===== config.mk =====
export PLATFORM = sky130hd
export DESIGN_NAME = lru_key_value_cache_unit
export DESIGN_NICKNAME = d
export VERILOG_FILES = /design/src/sv/lkvc_pkg.sv /design/src/sv/lru_key_value_cache_unit.sv
export SDC_FILE = /design/constraint.sdc
export NUM_CORES = 2
export LEC_CHECK = 0
export ABC_AREA = 1
export BUFFER_PORTS_ARGS = -buffer_cell sky130_fd_sc_hd__buf_2
export CORE_MARGIN = 4
export CORE_UTILIZATION = 40
export DETAILED_ROUTE_END_ITERATION = 8
export PLACE_DENSITY = 0.55
export SYNTH_ARGS = -nofsm -noshare
export SYNTH_HDL_FRONTEND = slang
export SYNTH_SLANG_ARGS = --single-unit

===== constraint.sdc =====
create_clock -name clk -period 6.9 [get_ports clk]
set_input_delay 0.345 -clock clk [delete_from_list [all_inputs] [get_ports clk]]
set_output_delay 0.345 -clock clk [all_outputs]
set_load 0.005 [all_outputs]

===== src/sv/lkvc_pkg.sv =====
// Package: request/response types and constants of the LRU key/value cache.
`timescale 1ns / 1ps

package lkvc_pkg;

	localparam int DATA_W = 32;
	localparam int CAP_W  = 5;

	// Capacity after reset
	localparam logic [CAP_W-1:0] CAP_RESET = 5'd16;

	// Read value returned on a get miss and for every put
	localparam logic signed [DATA_W-1:0] READ_MISS = -32'sd1;

	typedef enum logic {
		MODE_GET = 1'b0,
		MODE_PUT = 1'b1
	} mode_t;

	typedef struct packed {
		mode_t                    mode;
		logic signed [DATA_W-1:0] lookup_key;
		logic signed [DATA_W-1:0] write_value;
	} req_t;

	typedef struct packed {
		logic                     key_hit;
		logic signed [DATA_W-1:0] read_value;
	} rsp_t;

endpackage


===== src/sv/lru_key_value_cache_unit.sv =====
// LRU key/value cache: fully associative register store with recency ranks.
// Usage:
//   req channel (req_valid/req_ready/req) carries one get or put request.
//   rsp channel (rsp_valid/rsp_ready/rsp) returns one response per request,
//   in order: key_hit, and the stored value on a get hit (-1 otherwise).
//   cfg_we/cfg_wdata set the capacity (0 acts as 1, above ENTRIES as
//   ENTRIES); write it only while no request is in flight.
// Path: a request goes from the input register through one pass of key compare
//   and rank update into the response register. Throughput: one request per
//   cycle while the response is not held by a low rsp_ready; the key compare
//   across all entries and the parallel rank update are combinational.
// The least recent entry is the valid one whose rank equals occupancy-1.
// Reset: all entries invalid, ranks and occupancy zero, capacity 16; stored
//   keys and values are not cleared and need no clearing pass.
// Stall: when rsp_ready is low the response holds; one further request
//   can sit in the input register, after which req_ready drops.
`timescale 1ns / 1ps

module lru_key_value_cache_unit #(
	parameter int ENTRIES    = 16,
	parameter int KEY_BITS   = 32,
	parameter int VALUE_BITS = 32
) (
	input  logic                       clk,
	input  logic                       arst_n,
	input  logic                       cfg_we,
	input  logic [lkvc_pkg::CAP_W-1:0] cfg_wdata,
	input  logic                       req_valid,
	output logic                       req_ready,
	input  lkvc_pkg::req_t             req,
	output logic                       rsp_valid,
	input  logic                       rsp_ready,
	output lkvc_pkg::rsp_t             rsp
);

	localparam int IDX_W  = (ENTRIES > 1) ? $clog2(ENTRIES) : 1;
	localparam int RANK_W = IDX_W;
	localparam int OCC_W  = $clog2(ENTRIES + 1);

	// Architectural state
	logic [KEY_BITS-1:0]   key_q   [ENTRIES];
	logic [VALUE_BITS-1:0] value_q [ENTRIES];
	logic [RANK_W-1:0]     rank_q  [ENTRIES];
	logic [ENTRIES-1:0]    valid_q;
	logic [OCC_W-1:0]      occ_q;
	logic [lkvc_pkg::CAP_W-1:0] cap_q;

	// Input stage
	lkvc_pkg::req_t req_s1;
	logic           valid_s1;
	logic           advance;

	// Lookup results
	logic                  is_put;
	logic [KEY_BITS-1:0]   key_in;
	logic [VALUE_BITS-1:0] val_in;
	logic [OCC_W-1:0]      cap_eff;
	logic                  hit;
	logic [IDX_W-1:0]      hit_slot;
	logic                  free_found;
	logic [IDX_W-1:0]      free_slot;
	logic                  lru_found;
	logic [IDX_W-1:0]      lru_slot;
	logic [RANK_W-1:0]     lru_rank;
	logic [RANK_W-1:0]     hit_rank;
	logic                  ins;
	logic                  ins_new;
	logic [IDX_W-1:0]      ins_slot;
	logic [IDX_W-1:0]      tgt_slot;
	logic [ENTRIES-1:0]    age;
	lkvc_pkg::rsp_t        rsp_d;

	// Handshake: the input register moves on whenever the response slot frees
	assign advance   = valid_s1 && (!rsp_valid || rsp_ready);
	assign req_ready = !valid_s1 || advance;

	// Field widening: keys and values sign extended from 32 bits, then trimmed
	always_comb begin
		logic [63:0] k64;
		logic [63:0] v64;
		k64    = {{32{req_s1.lookup_key[31]}}, req_s1.lookup_key};
		v64    = {{32{req_s1.write_value[31]}}, req_s1.write_value};
		key_in = k64[KEY_BITS-1:0];
		val_in = v64[VALUE_BITS-1:0];
		is_put = (req_s1.mode == lkvc_pkg::MODE_PUT);
	end

	// Capacity clamp to 1..ENTRIES
	always_comb begin
		int capi;
		capi = int'(cap_q);
		if (capi < 1) begin
			capi = 1;
		end
		if (capi > ENTRIES) begin
			capi = ENTRIES;
		end
		cap_eff = OCC_W'(capi);
	end

	// Key match, free slot and oldest entry (lowest index wins)
	always_comb begin
		lru_rank   = RANK_W'(occ_q - OCC_W'(1));
		hit        = 1'b0;
		hit_slot   = '0;
		free_found = 1'b0;
		free_slot  = '0;
		lru_found  = 1'b0;
		lru_slot   = '0;
		for (int i = ENTRIES - 1; i >= 0; i--) begin
			if (valid_q[i] && key_q[i] == key_in) begin
				hit      = 1'b1;
				hit_slot = IDX_W'(i);
			end
			if (!valid_q[i]) begin
				free_found = 1'b1;
				free_slot  = IDX_W'(i);
			end
			if (valid_q[i] && rank_q[i] == lru_rank) begin
				lru_found = 1'b1;
				lru_slot  = IDX_W'(i);
			end
		end
	end

	// Replacement choice and recency update
	always_comb begin
		ins_new  = is_put && !hit && (occ_q < cap_eff) && free_found;
		ins      = ins_new || (is_put && !hit && !(occ_q < cap_eff) && lru_found);
		ins_slot = ins_new ? free_slot : lru_slot;
		tgt_slot = hit ? hit_slot : ins_slot;
		hit_rank = rank_q[hit_slot];
		for (int i = 0; i < ENTRIES; i++) begin
			age[i] = valid_q[i] && (IDX_W'(i) != tgt_slot) &&
			         (ins || rank_q[i] < hit_rank);
		end
	end

	// Response payload
	always_comb begin
		logic [63:0] r64;
		r64              = '0;
		r64[VALUE_BITS-1:0] = value_q[hit_slot];
		rsp_d.key_hit    = hit;
		rsp_d.read_value = (hit && !is_put) ? r64[31:0] : lkvc_pkg::READ_MISS;
	end

	// Control and recency state
	always_ff @(posedge clk or negedge arst_n) begin
		if (!arst_n) begin
			valid_s1  <= 1'b0;
			rsp_valid <= 1'b0;
			valid_q   <= '0;
			occ_q     <= '0;
			cap_q     <= lkvc_pkg::CAP_RESET;
			for (int i = 0; i < ENTRIES; i++) begin
				rank_q[i] <= '0;
			end
		end else begin
			if (cfg_we) begin
				cap_q <= cfg_wdata;
			end
			if (req_ready) begin
				valid_s1 <= req_valid;
			end
			if (advance) begin
				rsp_valid <= 1'b1;
			end else if (rsp_ready) begin
				rsp_valid <= 1'b0;
			end
			if (advance && (hit || ins)) begin
				for (int i = 0; i < ENTRIES; i++) begin
					if (age[i]) begin
						rank_q[i] <= rank_q[i] + RANK_W'(1);
					end
				end
				rank_q[tgt_slot] <= '0;
			end
			if (advance && ins) begin
				valid_q[ins_slot] <= 1'b1;
			end
			if (advance && ins_new) begin
				occ_q <= occ_q + OCC_W'(1);
			end
		end
	end

	// Payload registers and entry stores
	always_ff @(posedge clk) begin
		if (req_ready && req_valid) begin
			req_s1 <= req;
		end
		if (advance) begin
			rsp <= rsp_d;
			if (ins) begin
				key_q[ins_slot] <= key_in;
			end
			if (is_put && (hit || ins)) begin
				value_q[tgt_slot] <= val_in;
			end
		end
	end

`ifndef SYNTH
	// Occupancy tracks the number of valid entries
	assert property (@(posedge clk) disable iff (!arst_n)
		$countones(valid_q) == int'(occ_q))
		else $error("occupancy out of step with valid bits");

	// Occupancy never exceeds the store
	assert property (@(posedge clk) disable iff (!arst_n)
		int'(occ_q) <= ENTRIES)
		else $error("occupancy above entry count");

	// A request never enters while both stages are held
	assert property (@(posedge clk) disable iff (!arst_n)
		(valid_s1 && rsp_valid && !rsp_ready) |-> !req_ready)
		else $error("request accepted while pipeline full");

	// A miss always reports the miss value
	assert property (@(posedge clk) disable iff (!arst_n)
		(rsp_valid && !rsp.key_hit) |-> (rsp.read_value == lkvc_pkg::READ_MISS))
		else $error("miss response carries data");
`endif

endmodule

==> results.py <==
metrics = {
    "run_status": {
        "outcome": "finished clean",
    },
    "detailed_routing": {
        "vias_per_cell": 5.57,
        "ant_nets": 0,
        "drt_iter0_drc": 3896,
        "wl_per_cell_um": 24.9,
        "routed-via-count": 36700,
        "drc": 0,
        "drt-total-wl_um": 164000,
        "dr.pass1.iters": 6,
    },
    "logic_synthesis": {
        "synth_top_cell_by_area": "edfxtp_1",
        "avgSynthCellArea_um2": 12.3,
        "ys.warnings.count": 0,
        "synth.ff_latch_count": 1214,
        "synth_area_leaders": "edfxtp_1, nand2_1, dfrtp_1, mux2_2, xnor2_1",
        "ys_seq_area_share_pct": 65.7,
        "async_reset_ff_share_pct": 7.58,
        "yosysTopAreaCellShare_pct": 61.5,
        "syn-num-nets": 4618,
        "ys_types": 74,
        "syn-instance-count": 4473,
        "synth_area_mm2": 0.0548,
        "synth_edf_count": 1122,
        "synth-main-ff-cell": "edfxtp_1",
    },
    "final_layout": {
        "multi_input_area_mm2": 0.0165,
        "drive_gt1_share_pct": 16.2,
        "synthToLayoutAreaGrowth_pct": 14.6,
        "fin_nets": 4860,
        "fill_cells": 12200,
        "regArea_mm2": 0.0360,
        "layout_commonest_cell": "edfxtp_1",
        "layout_common_cells": "edfxtp_1, nand2_1, inv_1, nand3_1, a21oi_1",
    },
    "die": {
        "die_h_um": 378,
        "pin_count": 110,
        "die_x_um": 378,
        "fp-row-count": 135,
        "start_util_pct": 40.4,
        "core_mm2": 0.136,
        "dieArea_mm2": 0.143,
    },
    "grt": {
        "antenna_found_initial": 8,
        "grt_max_degree": 157,
        "grt_pass1_wl_um": 241000,
        "grt_usage_pct": 22.8,
        "grt_overflow": 0,
        "grt_pass1_vias": 35700,
    },
    "timing": {
        "fin_crit_ns": 6.17,
        "max_slew_margin_pct": 29.7,
        "timing.fmax_mhz": 162,
        "hold_violations": 0,
        "rsz0062_at_grt": "no",
        "fin_crit_sh_pct": 89.4,
        "slew_violations": 0,
        "fin_skew_ns": 0.0362,
        "setup_viol": 0,
        "worstMarginPinSlew_ns": 1.06,
        "fin_setup_tns_ns": 0,
    },
    "clocking": {
        "clock_sinks": 1214,
        "cts_resized": 0,
        "cts_tree": "built",
        "clockBufferDepth": 3,
        "cts_root_buffer": "clkbuf_16",
        "clk_pin_slew_ns": 0.06,
        "htreeDepth": 4,
        "cts_inserted_buffers": 135,
        "insertion_delay_ns": 0.78,
        "post_cts_buffers": 0,
    },
    "placed_design": {
        "io_buffers": 109,
        "place.gp.congestion": 0.897,
        "hpwlAfterDp_um": 96700,
    },
    "pwr": {
        "fin_total_pwr_mw": 22.9,
        "power.leakage_nw": 22.5,
        "ir_worst_vdd_uv": 504,
        "powerDensity_mw_per_mm2": 365,
    },
    "critical_path": {
        "slowest_delay_ns": 0.88,
        "critPathBufInv": 6,
        "crit_path_end_kind": "register",
        "path_max_fanout": 28,
        "crit_arrival_ns": 6.63,
        "worstPathRequired_ns": 7.36,
        "critPathLaunchType": "register",
        "worstSetupPathType": "reg -> reg",
        "crit_slowest_cell": "dfrtp_1",
        "crit_family": "simple AND/OR/NAND/NOR gates",
        "path_common_cell": "nand2_1",
    },
    "min_path": {
        "hold_class": "in -> async",
    },
    "job": {
        "maxCapViolCount": 0,
    },
}
report_power, final:
group | internal [mW] | switching (mW) | leakage, nW | total (mW)
clock | 3.96 | 3.07 | 2.06 | 7.03
sequential | 8.91 | 0.483 | 11.1 | 9.39
combinational | 1.99 | 4.52 | 9.42 | 6.51
worst paths after layout:
| path | startpoint | slack (ns) | cells after the start | end |
|---|---|---|---|---|
| min reg2reg | occ_q[4]$_DFFE_PN0P_ | 0.48 | 1 | occ_q[4]$_DFFE_PN0P_ |
| max in group asynchronous | arst_n | 5.53 | 3 | valid_q[4]$_DFFE_PN0P_ |
| max | occ_q[0]$_DFFE_PN0P_ | 0.73 | 27 | value_q[6][12]$_DFFE_PP_ |
| min | arst_n | 0.12 | 2 | cap_q[0]$_DFFE_PN0P_ |
| min in group clk | req[42] | 0.27 | 2 | key_in[10]$_DFFE_PP_ |
| max reg2reg | occ_q[0]$_DFFE_PN0P_ | 0.73 | 27 | value_q[6][12]$_DFFE_PP_ |
state kept, by name, summed over array words and instances (netlist names):
signal and cells:
key_in 32, valid_q 16, value_q 512, key_q 512
rank_q 64, val_in 32, is_put 1, rsp 33
cap_q 5, occ_q 5, rsp_valid 1, valid_s1 1
worst register-to-register path: stages, from the launching register on:
cell and delay [ns]:
dfrtp_1 0.88, inv_2 0.48, ha_1 0.41, buf_4 0.23, inv_1 0.60, o21ai_0 0.22, a2111oi_0 0.46, nand2_1 0.19
nand2_1 0.13, nand2_1 0.05, nand2_1 0.05, nand2_1 0.05, nand2_1 0.06, nand2_1 0.05, nand2_1 0.06, nand2_1 0.05
nand2_1 0.07, nand2_1 0.09, nand3_2 0.14, nand3_2 0.11, nand2_4 0.14, inv_4 0.07, nor2_4 0.14, nand2_1 0.11
nor2_1 0.36, inv_1 0.17, nor2_4 0.24, buf_12 0.26
synth_stat cells (82+ instances only):
cell and count:
inv_1 256, dfrtp_1 91, xnor2_1 143, a211oi_1 149, nor2_1 181, o21ai_0 149, edfxtp_1 1122, clkbuf_1 82
nand2_1 815, nand3_1 207, mux2_2 132, a21oi_1 207
kinds of logic (layout without fill, tap and decap cells):
logic type / after synthesis / count (layout) / synth area share [%]
and+or+nand+nor: 1532 / 1532 / 13.0
DFF: 1214 / 1214 / 65.7
AOI/OAI and AO/OA: 777 / 777 / 9.04
buffers and inverters: 538 / 876 / 4.58
xor gates and xnor gates: 210 / 210 / 3.38
muxes: 132 / 132 / 2.71
adders and majority gates: 70 / 70 / 1.60
other: 0 / 3 / 0
routing by layer:
layer / share of wire, % / track usage [%] / wire length (um)
met5: 0 / 0 / 0
met4: 3.6 / 8.41 / 5970
met3: 7.0 / 3.45 / 11600
met2: 47 / 37.3 / 77700
met1: 42 / 31.0 / 69100
metrics by stage:
step | utilization [%] | area [um^2] | cells | worst slack [ns] | hold WS (ns)
6_report | 46.3 | 62800 | 6595 | 0.731 | 0.123
5_1_grt | 46.3 | 62800 | 6592 | 0.422 | 0.186
4_1_cts | 46.3 | 62800 | 6592 | 0.809 | 0.103
3_5_place_dp | 42.5 | 57700 | 6278 | 0.777 | 0.402
3_3_place_gp | 42.5 | 57700 | 6278 | 0.805 | 0.398
2_1_floorplan | - | 54800 | 4473 | 0.622 | 0.0494
repair_timing:
| item | CTS | global route |
|---|---|---|
| hold buffers | 81 | 0 |
| setup endpoints to repair | 0 | 0 |
| endpoints found under the hold margin | 112 | 0 |
cell type report:
type / instances / share of cell area (%)
diodes: 3 / 0.0119
clock inverters: 73 / 1.23
well taps: 1781 / 3.55
multi-input cells: 2721 / 26.3
clock buffers: 160 / 5.56
flip-flops and latches: 1214 / 57.3
repair buffers: 317 / 4.06
inverters: 326 / 1.99
Power figures use the tool's default switching activity.
